--- config.mk ---
export PLATFORM = sky130hd
export DESIGN_NAME = nmea_rmc_position_parser
export DESIGN_NICKNAME = d
export VERILOG_FILES = /design/src/rtl/nrmc_pkg.sv /design/src/rtl/nmea_rmc_position_parser.sv
export SDC_FILE = /design/constraint.sdc
export NUM_CORES = 2
export LEC_CHECK = 0
export BUFFER_PORTS_ARGS = -buffer_cell sky130_fd_sc_hd__buf_4
export CAP_MARGIN = 15
export CORE_UTILIZATION = 30
export DETAILED_ROUTE_END_ITERATION = 12
export PLACE_DENSITY = 0.42
export SYNTH_ARGS = -nofsm -noshare
export SYNTH_HDL_FRONTEND = slang
export SYNTH_SLANG_ARGS = --single-unit
--- constraint.sdc ---
create_clock -name clk -period 21.1 [get_ports clk]
set_clock_uncertainty 0.15 [all_clocks]
set_input_delay 1.055 -clock clk [delete_from_list [all_inputs] [get_ports clk]]
set_output_delay 1.055 -clock clk [all_outputs]
set_load 0.02 [all_outputs]
--- src/rtl/nrmc_pkg.sv ---
// Shared constants, character codes and fixed-point factors of the RMC position parser.
package nrmc_pkg;

	localparam int unsigned BYTE_W    = 8;
	localparam int unsigned LAT_W     = 27;
	localparam int unsigned LON_W     = 28;

	// ASCII characters the parser reacts to
	localparam logic [BYTE_W-1:0] CH_DOLLAR = 8'h24;
	localparam logic [BYTE_W-1:0] CH_STAR   = 8'h2A;
	localparam logic [BYTE_W-1:0] CH_COMMA  = 8'h2C;
	localparam logic [BYTE_W-1:0] CH_POINT  = 8'h2E;
	localparam logic [BYTE_W-1:0] CH_0      = 8'h30;
	localparam logic [BYTE_W-1:0] CH_9      = 8'h39;
	localparam logic [BYTE_W-1:0] CH_A      = 8'h41;
	localparam logic [BYTE_W-1:0] CH_NUL    = 8'h00;

	// header match positions
	localparam logic [2:0] HDR_IDLE  = 3'd0;
	localparam logic [2:0] HDR_FIRST = 3'd1;
	localparam logic [2:0] HDR_LAST  = 3'd6;
	localparam logic [2:0] HDR_BAD   = 3'd7;

	// field numbers
	localparam logic [3:0] FIELD_STATUS = 4'd1;
	localparam logic [3:0] FIELD_LAT    = 4'd2;
	localparam logic [3:0] FIELD_LON    = 4'd4;
	localparam logic [3:0] FIELD_MAX    = 4'd15;

	localparam logic [2:0] STATUS_CNT_MAX = 3'd7;

	// integer parts of the coordinate fields
	localparam int unsigned LAT_WHOLE_W = 14;
	localparam int unsigned WHOLE_W     = 15;
	localparam int unsigned WMUL_W      = 19;
	localparam logic [WMUL_W-1:0] LAT_WHOLE_MAX = 19'd16383;
	localparam logic [WMUL_W-1:0] LON_WHOLE_MAX = 19'd32767;

	// lanes of the conversion pipeline
	localparam int unsigned NUM_LANES = 2;
	localparam int unsigned LANE_LAT  = 0;
	localparam int unsigned LANE_LON  = 1;

	// whole / 100 as multiply by reciprocal, exact for whole below 2^15
	localparam int unsigned DIV100_MUL   = 5243;
	localparam int unsigned DIV100_SHIFT = 19;
	localparam int unsigned PQ_W         = WHOLE_W + 13;
	localparam int unsigned QUO_W        = 9;
	localparam int unsigned REM_W        = 7;
	localparam int unsigned CENT         = 100;

	// minutes scaled to 1e-6 units stay below 1e8
	localparam int unsigned UDEG_PER_DEG = 1000000;
	localparam int unsigned QD_W         = 29;
	localparam int unsigned P_W          = 27;

	// P / 60 = (P >> 2) / 15, the divide by 15 by reciprocal, exact for 25-bit values
	localparam int unsigned DIV15_MUL   = 35791395;
	localparam int unsigned DIV15_SHIFT = 29;
	localparam int unsigned PROD15_W    = (P_W - 2) + 26;
	localparam int unsigned MD_W        = 21;

	localparam int unsigned SUM_W = 30;
	localparam logic [SUM_W-1:0] LAT_LIMIT = 30'd90000000;
	localparam logic [SUM_W-1:0] LON_LIMIT = 30'd180000000;

	function automatic logic [BYTE_W-1:0] hdr_char(input logic [2:0] pos);
		logic [BYTE_W-1:0] c;
		case (pos)
			3'd1:    c = 8'h47; // G
			3'd2:    c = 8'h50; // P
			3'd3:    c = 8'h52; // R
			3'd4:    c = 8'h4D; // M
			3'd5:    c = 8'h43; // C
			3'd6:    c = CH_COMMA;
			default: c = CH_NUL;
		endcase
		return c;
	endfunction

	function automatic logic [SUM_W-1:0] lane_limit(input int unsigned lane);
		return (lane == LANE_LAT) ? LAT_LIMIT : LON_LIMIT;
	endfunction

endpackage

--- src/rtl/nmea_rmc_position_parser.sv ---
// RMC sentence parser: byte-wise field tracking and a pipelined micro-degree conversion.
//
//  channel | handshake           | payload
//  --------+---------------------+----------------------------------
//  in      | in_valid / in_stall | rx_byte
//  out     | out_valid/out_stall | latitude_udeg, longitude_udeg
//
// One byte is taken every cycle while in_stall is low; the parser state updates at the accepting edge.
// The result of a '*' enters the first stage as that byte is accepted, then moves on to the output register.
// The conversion runs through five stages plus the output register, one item each.
// in_stall rises only when every conversion stage and the output register are full
// and out_stall is high.
// Reset clears the parser state and all stage valid bits.
module nmea_rmc_position_parser #(
	parameter int unsigned FRAC_DIGITS = 4
) (
	input  logic                          clk,
	input  logic                          arst_n,
	input  logic                          in_valid,
	output logic                          in_stall,
	input  logic [nrmc_pkg::BYTE_W-1:0]   rx_byte,
	output logic                          out_valid,
	input  logic                          out_stall,
	output logic [nrmc_pkg::LAT_W-1:0]    latitude_udeg,
	output logic [nrmc_pkg::LON_W-1:0]    longitude_udeg
);
	import nrmc_pkg::*;

	localparam int unsigned FRAC_UNIT = 10 ** FRAC_DIGITS;
	localparam int unsigned FRAC_W    = $clog2(FRAC_UNIT);
	localparam int unsigned SCALE_K   = 10 ** (6 - FRAC_DIGITS);
	localparam logic [2:0]  FRAC_CNT_MAX = 3'(FRAC_DIGITS);

	// parser state
	logic [2:0]             hdr_pos_q;
	logic                   in_body_q;
	logic [3:0]             field_q;
	logic                   status_ok_q;
	logic                   after_point_q;
	logic [2:0]             frac_cnt_q;
	logic [LAT_WHOLE_W-1:0] lat_whole_q;
	logic [WHOLE_W-1:0]     lon_whole_q;
	logic [FRAC_W-1:0]      lat_frac_q;
	logic [FRAC_W-1:0]      lon_frac_q;

	// conversion pipeline
	logic v_s1, v_s2, v_s3, v_s4, v_s5, out_valid_q;
	logic adv_s1, adv_s2, adv_s3, adv_s4, adv_s5, adv_out;

	logic [WHOLE_W-1:0]  w_s1  [NUM_LANES];
	logic [FRAC_W-1:0]   f_s1  [NUM_LANES];
	logic [WHOLE_W-1:0]  w_s2  [NUM_LANES];
	logic [FRAC_W-1:0]   f_s2  [NUM_LANES];
	logic [PQ_W-1:0]     pq_s2 [NUM_LANES];
	logic [QUO_W-1:0]    q_s3  [NUM_LANES];
	logic [REM_W-1:0]    r_s3  [NUM_LANES];
	logic [FRAC_W-1:0]   f_s3  [NUM_LANES];
	logic [QD_W-1:0]     qd_s4 [NUM_LANES];
	logic [P_W-1:0]      p_s4  [NUM_LANES];
	logic [QD_W-1:0]     qd_s5 [NUM_LANES];
	logic [MD_W-1:0]     md_s5 [NUM_LANES];
	logic [LAT_W-1:0]    lat_q;
	logic [LON_W-1:0]    lon_q;

	logic [PROD15_W-1:0] prod15 [NUM_LANES];
	logic [SUM_W-1:0]    sum_c  [NUM_LANES];
	logic [SUM_W-1:0]    res_c  [NUM_LANES];

	logic                in_acc;
	logic                is_digit;
	logic [3:0]          digit;
	logic                emit;
	logic [WMUL_W-1:0]   lat_wmul, lon_wmul;
	logic [FRAC_W+3:0]   lat_fmul, lon_fmul;
	logic [FRAC_W-1:0]   lat_frac_pad, lon_frac_pad;

	// scale a short fraction up to the full digit count
	function automatic logic [FRAC_W-1:0] pad_frac(input logic [FRAC_W-1:0] f,
		input logic [2:0] cnt);
		logic [FRAC_W+3:0] r;
		r = {4'b0, f};
		for (int i = 0; i < FRAC_DIGITS; i++) begin
			if (3'(i) >= cnt)
				r = r * (FRAC_W+4)'(10);
		end
		return r[FRAC_W-1:0];
	endfunction

	assign adv_out = !out_valid_q || !out_stall;
	assign adv_s5  = !v_s5 || adv_out;
	assign adv_s4  = !v_s4 || adv_s5;
	assign adv_s3  = !v_s3 || adv_s4;
	assign adv_s2  = !v_s2 || adv_s3;
	assign adv_s1  = !v_s1 || adv_s2;

	assign in_stall = !adv_s1;
	assign in_acc   = in_valid && !in_stall;

	always_comb begin
		is_digit = rx_byte inside {[CH_0:CH_9]};
		digit    = rx_byte[3:0];
		lat_wmul = WMUL_W'(lat_whole_q) * WMUL_W'(10) + WMUL_W'(digit);
		lon_wmul = WMUL_W'(lon_whole_q) * WMUL_W'(10) + WMUL_W'(digit);
		lat_fmul = (FRAC_W+4)'(lat_frac_q) * (FRAC_W+4)'(10) + (FRAC_W+4)'(digit);
		lon_fmul = (FRAC_W+4)'(lon_frac_q) * (FRAC_W+4)'(10) + (FRAC_W+4)'(digit);
		lat_frac_pad = (field_q == FIELD_LAT) ? pad_frac(lat_frac_q, frac_cnt_q) : lat_frac_q;
		lon_frac_pad = (field_q == FIELD_LON) ? pad_frac(lon_frac_q, frac_cnt_q) : lon_frac_q;
		emit = in_acc && in_body_q && (rx_byte == CH_STAR) && status_ok_q;
	end

	always_ff @(posedge clk or negedge arst_n) begin
		if (!arst_n) begin
			hdr_pos_q     <= HDR_IDLE;
			in_body_q     <= 1'b0;
			field_q       <= '0;
			status_ok_q   <= 1'b0;
			after_point_q <= 1'b0;
			frac_cnt_q    <= '0;
			lat_whole_q   <= '0;
			lon_whole_q   <= '0;
			lat_frac_q    <= '0;
			lon_frac_q    <= '0;
		end else if (in_acc) begin
			if (rx_byte == CH_DOLLAR) begin
				// restart the header match from anywhere
				in_body_q <= 1'b0;
				hdr_pos_q <= HDR_FIRST;
			end else if (!in_body_q) begin
				if (hdr_pos_q != HDR_IDLE && hdr_pos_q != HDR_BAD &&
					rx_byte == hdr_char(hdr_pos_q)) begin
					if (hdr_pos_q == HDR_LAST) begin
						in_body_q     <= 1'b1;
						hdr_pos_q     <= HDR_IDLE;
						field_q       <= '0;
						status_ok_q   <= 1'b0;
						after_point_q <= 1'b0;
						frac_cnt_q    <= '0;
						lat_whole_q   <= '0;
						lon_whole_q   <= '0;
						lat_frac_q    <= '0;
						lon_frac_q    <= '0;
					end else begin
						hdr_pos_q <= hdr_pos_q + 3'd1;
					end
				end else begin
					hdr_pos_q <= HDR_IDLE;
				end
			end else if (rx_byte == CH_STAR) begin
				in_body_q <= 1'b0;
				hdr_pos_q <= HDR_IDLE;
			end else if (rx_byte == CH_COMMA) begin
				lat_frac_q <= lat_frac_pad;
				lon_frac_q <= lon_frac_pad;
				if (field_q != FIELD_MAX)
					field_q <= field_q + 4'd1;
				after_point_q <= 1'b0;
				frac_cnt_q    <= '0;
			end else if (field_q == FIELD_STATUS) begin
				status_ok_q <= (frac_cnt_q == 3'd0) && (rx_byte == CH_A);
				if (frac_cnt_q != STATUS_CNT_MAX)
					frac_cnt_q <= frac_cnt_q + 3'd1;
			end else if (field_q == FIELD_LAT || field_q == FIELD_LON) begin
				if (rx_byte == CH_POINT) begin
					after_point_q <= 1'b1;
				end else if (is_digit) begin
					if (after_point_q) begin
						// drop digits past FRAC_DIGITS fraction digits
						if (frac_cnt_q < FRAC_CNT_MAX) begin
							frac_cnt_q <= frac_cnt_q + 3'd1;
							if (field_q == FIELD_LAT)
								lat_frac_q <= lat_fmul[FRAC_W-1:0];
							else
								lon_frac_q <= lon_fmul[FRAC_W-1:0];
						end
					end else if (field_q == FIELD_LAT) begin
						lat_whole_q <= (lat_wmul > LAT_WHOLE_MAX) ?
							LAT_WHOLE_MAX[LAT_WHOLE_W-1:0] : lat_wmul[LAT_WHOLE_W-1:0];
					end else begin
						lon_whole_q <= (lon_wmul > LON_WHOLE_MAX) ?
							LON_WHOLE_MAX[WHOLE_W-1:0] : lon_wmul[WHOLE_W-1:0];
					end
				end
			end
		end
	end

	always_ff @(posedge clk or negedge arst_n) begin
		if (!arst_n) begin
			v_s1        <= 1'b0;
			v_s2        <= 1'b0;
			v_s3        <= 1'b0;
			v_s4        <= 1'b0;
			v_s5        <= 1'b0;
			out_valid_q <= 1'b0;
		end else begin
			if (adv_s1)
				v_s1 <= emit;
			if (adv_s2)
				v_s2 <= v_s1;
			if (adv_s3)
				v_s3 <= v_s2;
			if (adv_s4)
				v_s4 <= v_s3;
			if (adv_s5)
				v_s5 <= v_s4;
			if (adv_out)
				out_valid_q <= v_s5;
		end
	end

	always_comb begin
		for (int i = 0; i < NUM_LANES; i++) begin
			prod15[i] = PROD15_W'(p_s4[i][P_W-1:2]) * PROD15_W'(DIV15_MUL);
			sum_c[i]  = SUM_W'(qd_s5[i]) + SUM_W'(md_s5[i]);
			res_c[i]  = (sum_c[i] > lane_limit(i)) ? lane_limit(i) : sum_c[i];
		end
	end

	always_ff @(posedge clk) begin
		if (adv_s1) begin
			w_s1[LANE_LAT] <= WHOLE_W'(lat_whole_q);
			w_s1[LANE_LON] <= lon_whole_q;
			f_s1[LANE_LAT] <= lat_frac_pad;
			f_s1[LANE_LON] <= lon_frac_pad;
		end
		for (int i = 0; i < NUM_LANES; i++) begin
			if (adv_s2) begin
				w_s2[i]  <= w_s1[i];
				f_s2[i]  <= f_s1[i];
				pq_s2[i] <= PQ_W'(w_s1[i]) * PQ_W'(DIV100_MUL);
			end
			if (adv_s3) begin
				q_s3[i] <= pq_s2[i][DIV100_SHIFT +: QUO_W];
				r_s3[i] <= REM_W'(16'(w_s2[i]) - 16'(pq_s2[i][DIV100_SHIFT +: QUO_W]) * 16'(CENT));
				f_s3[i] <= f_s2[i];
			end
			if (adv_s4) begin
				qd_s4[i] <= QD_W'(q_s3[i]) * QD_W'(UDEG_PER_DEG);
				p_s4[i]  <= P_W'(r_s3[i]) * P_W'(UDEG_PER_DEG) + P_W'(f_s3[i]) * P_W'(SCALE_K);
			end
			if (adv_s5) begin
				qd_s5[i] <= qd_s4[i];
				md_s5[i] <= prod15[i][DIV15_SHIFT +: MD_W];
			end
		end
		if (adv_out) begin
			lat_q <= res_c[LANE_LAT][LAT_W-1:0];
			lon_q <= res_c[LANE_LON][LON_W-1:0];
		end
	end

	assign out_valid      = out_valid_q;
	assign latitude_udeg  = lat_q;
	assign longitude_udeg = lon_q;

endmodule

==> impl_metrics.tcl <==
set metrics [dict create \
    dpl_cell_area_um2 58400 \
    max_freq_mhz 138 \
    yosysSeqAreaShare 0.262 \
    syn_nets 6887 \
    routed_wl_um 120000 \
    antenna_found_initial 2 \
    dp.cells 7653 \
    hold_viol 0 \
    path_class "flip-flop to flip-flop" \
    min_path_type "input pin to asynchronous set/reset pin" \
    crit_arrival_ns 7.58 \
    synth.top_cell.area_share 0.276 \
    holdBufCountCts 0 \
    outcome "finished, final reports clean" \
    synthCells 5247 \
    whs_ns 0.213 \
    grt_max_degree 67 \
    area_delta_synth_final_pct 10.2 \
    critPathMaxFanout 21 \
    cts_setup_buffers 0 \
    overflow 0 \
    ys_async_sr_fraction 0.154 \
    fin_crit_sh 0.342 \
    clkLatencyLatePin_ns 0.70 \
    post-route-min-period_ns 7.22 \
    tritoncts "built" \
    critPathMaxStageDelay_ns 0.54 \
    setup-tns-final_ns 0 \
    core_um2 181000 \
    clk_path_buf_depth 3 \
    synth.distinct_cells 88 \
    rsz0062_at_grt "no" \
    die_y_um 430 \
    cts_sinks 492 \
    grt_pass1_vias 37300 \
    synthesis.area_um2 55000 \
    crit_path_end_kind "flip-flop" \
    yosys.area.top_type "ha_1" \
    ant_nets 0 \
    drv_cap 0 \
    drc 0 \
    nNetsFinal 6986 \
    port-buffer-count 68 \
    first_pass_iters 5 \
    chipWidth_um 430 \
    numCtsBuffers 61 \
    crit_top_cell "ha_1" \
    finalSetupViolations 0 \
    vias_per_cell 4.61 \
    worstMarginPinSlew_ns 1.15 \
    startpoint_type "flip-flop" \
    cp_data_required_time_ns 21.46 \
    die_area_um2 185000 \
    cp_slowest_cell "fa_1" \
    ctsResizeCount 0 \
    grtUsageTotal 0.132 \
    stdcell_count 7771 \
    syn_area_per_cell_um2 10.5 \
    grt_pass1_wl_um 199000 \
    htree_levels 2 \
    yosys_warnings 0 \
    slew_headroom 0.227 \
    std_cell_rows 156 \
    drtIter0Drc 1279 \
    synth_ff_type "edfxtp_1" \
    dp_hpwl_um 101000 \
    num_vias 35900 \
    path_clk_slew_ns 0.07 \
    post_route_cells_drive_above_1_share 0.0500 \
    ioPinCount 69 \
    netlist_top_cells_area "ha_1 28%, edfxtp_1 23%, fa_1 15%" \
    slew_violations 0 \
    synth_seq_cells 492 \
    fin_area_um2 60600 \
    synth_edf_count 416 \
    wl_per_cell_um 15.5 \
    clock-root-buffer "clkbuf_16" \
    gp_congestion 0.816 \
    initial_core_util 0.303 \
]
stage by stage:
step / worst slack [ns] / util
final: 13.88 / 0.334
after floorplan: 14.42 / -
after global placement: 14.04 / 0.322
after detailed placement: 13.95 / 0.322
after global routing: 13.34 / 0.334
after CTS: 13.86 / 0.334
sequential cells by signal (all words and copies together) (netlist names), 4 cells and up:
signal and cells:
md_s5 42, pq_s2 20, p_s4 50, latitude_udeg 27, f_s1 28, longitude_udeg 28, r_s3 14, lat_whole_q 14
field_q 4, qd_s4 46, lat_frac_q 14, lon_whole_q 15, lon_frac_q 14, w_s1 29, q_s3 18, f_s3 28
w_s2 12, qd_s5 46, f_s2 28
path summary, 6_finish.rpt:
| kind | start | end | cells past startpoint | slack [ns] |
|---|---|---|---|---|
| max | frac_cnt_q[1] | lon_frac_q[13] | 27 | 13.88 |
| min | arst_n | out_valid | 1 | 0.21 |
| max reg2reg | frac_cnt_q[1] | lon_frac_q[13] | 27 | 13.88 |
| min reg2reg | pq_s2[0][55] | q_s3[0][17] | 0 | 0.24 |
| max in group asynchronous | arst_n | lon_whole_q[5] | 2 | 19.53 |
| min in group clk | pq_s2[0][55] | q_s3[0][17] | 0 | 0.24 |
synthesized netlist by cell type, types with 9 or more instances:
master,n
a2111oi_0,17
a211o_1,16
a211oi_1,25
a21boi_0,30
a21o_1,89
a21oi_1,298
a31oi_1,25
a41oi_1,10
and2_1,26
and3_1,33
and4_1,13
clkbuf_1,46
dfrtp_1,76
edfxtp_1,416
fa_1,414
ha_1,1214
inv_1,937
mux2_2,19
mux2i_1,21
nand2_1,243
nand2b_1,26
nand3_1,65
nand4_1,35
nor2_1,204
nor2b_1,31
nor3_1,66
nor3b_1,9
nor4_1,14
o2111ai_1,9
o211ai_1,17
o21a_1,30
o21ai_0,187
o21bai_1,50
o31ai_1,31
or2_2,25
or3_1,22
xnor2_1,209
xor2_1,123
critical path, delay by kind of cell (launching register included):
kind | cells | cell delay, ns
buffers and inverters | 3 | 0.30
muxes | 1 | 0.36
xor gates and xnor gates | 1 | 0.26
DFF | 1 | 0.42
and+or+nand+nor | 4 | 0.93
adders and majority gates | 7 | 2.31
AOI/OAI and AO/OA | 11 | 2.29
cell usage in the layout, fill, tap and decap left out, types with 10 or more instances in the layout:
master,n
ha_1,1214
and4_1,13
xnor2_1,209
a21oi_1,298
mux2_2,19
or3_1,22
nor2b_1,31
o31ai_1,31
nor2_1,203
edfxtp_1,416
or2_2,25
dfrtp_1,76
and3_1,33
a211oi_1,25
o21a_1,30
a2111oi_0,17
a21o_1,89
and2_1,26
nand2b_1,26
a41oi_1,10
nand3_1,64
mux2i_1,21
buf_4,89
xor2_1,123
clkbuf_16,61
nor4_1,14
nor3_1,66
o21ai_0,187
fa_1,414
a21boi_0,30
nand4_1,35
a31oi_1,25
a211o_1,16
o211ai_1,17
o21bai_1,50
nand2_1,240
inv_1,935
layer usage:
metal / wire length, um / up-vias / GRT usage
met5: 8 / - / 0
met2: 54500 / 318 / 0.217
met4: 1840 / 2 / 0.0241
li1: - / 18400 / -
met3: 3160 / 99 / 0.0131
met1: 60700 / 17000 / 0.188
area by class of cell:
cell class              instances  area (um2)
multi-input cells            3764       36900
inverters                     938        3520
fillers                     18400      121000
repair buffers                 89         668
clock buffers                  68        1580
clock inverters                48         558
diodes                          2        5.00
flip-flops and latches        492       14400
well taps                    2370        2970
logic make-up after synthesis:
| logic type | Yosys count | synth area share |
|---|---|---|
| adders and majority gates | 1628 | 0.427 |
| buffers and inverters | 991 | 0.0681 |
| AOI/OAI and AO/OA | 919 | 0.107 |
| and+or+nand+nor | 842 | 0.0746 |
| DFF | 492 | 0.262 |
| xor gates and xnor gates | 335 | 0.0541 |
| muxes | 40 | 0.00771 |
Power is left out: the tool's default activity adds up to more than one toggle a clock period on the data nets, which glitch-free logic cannot reach.
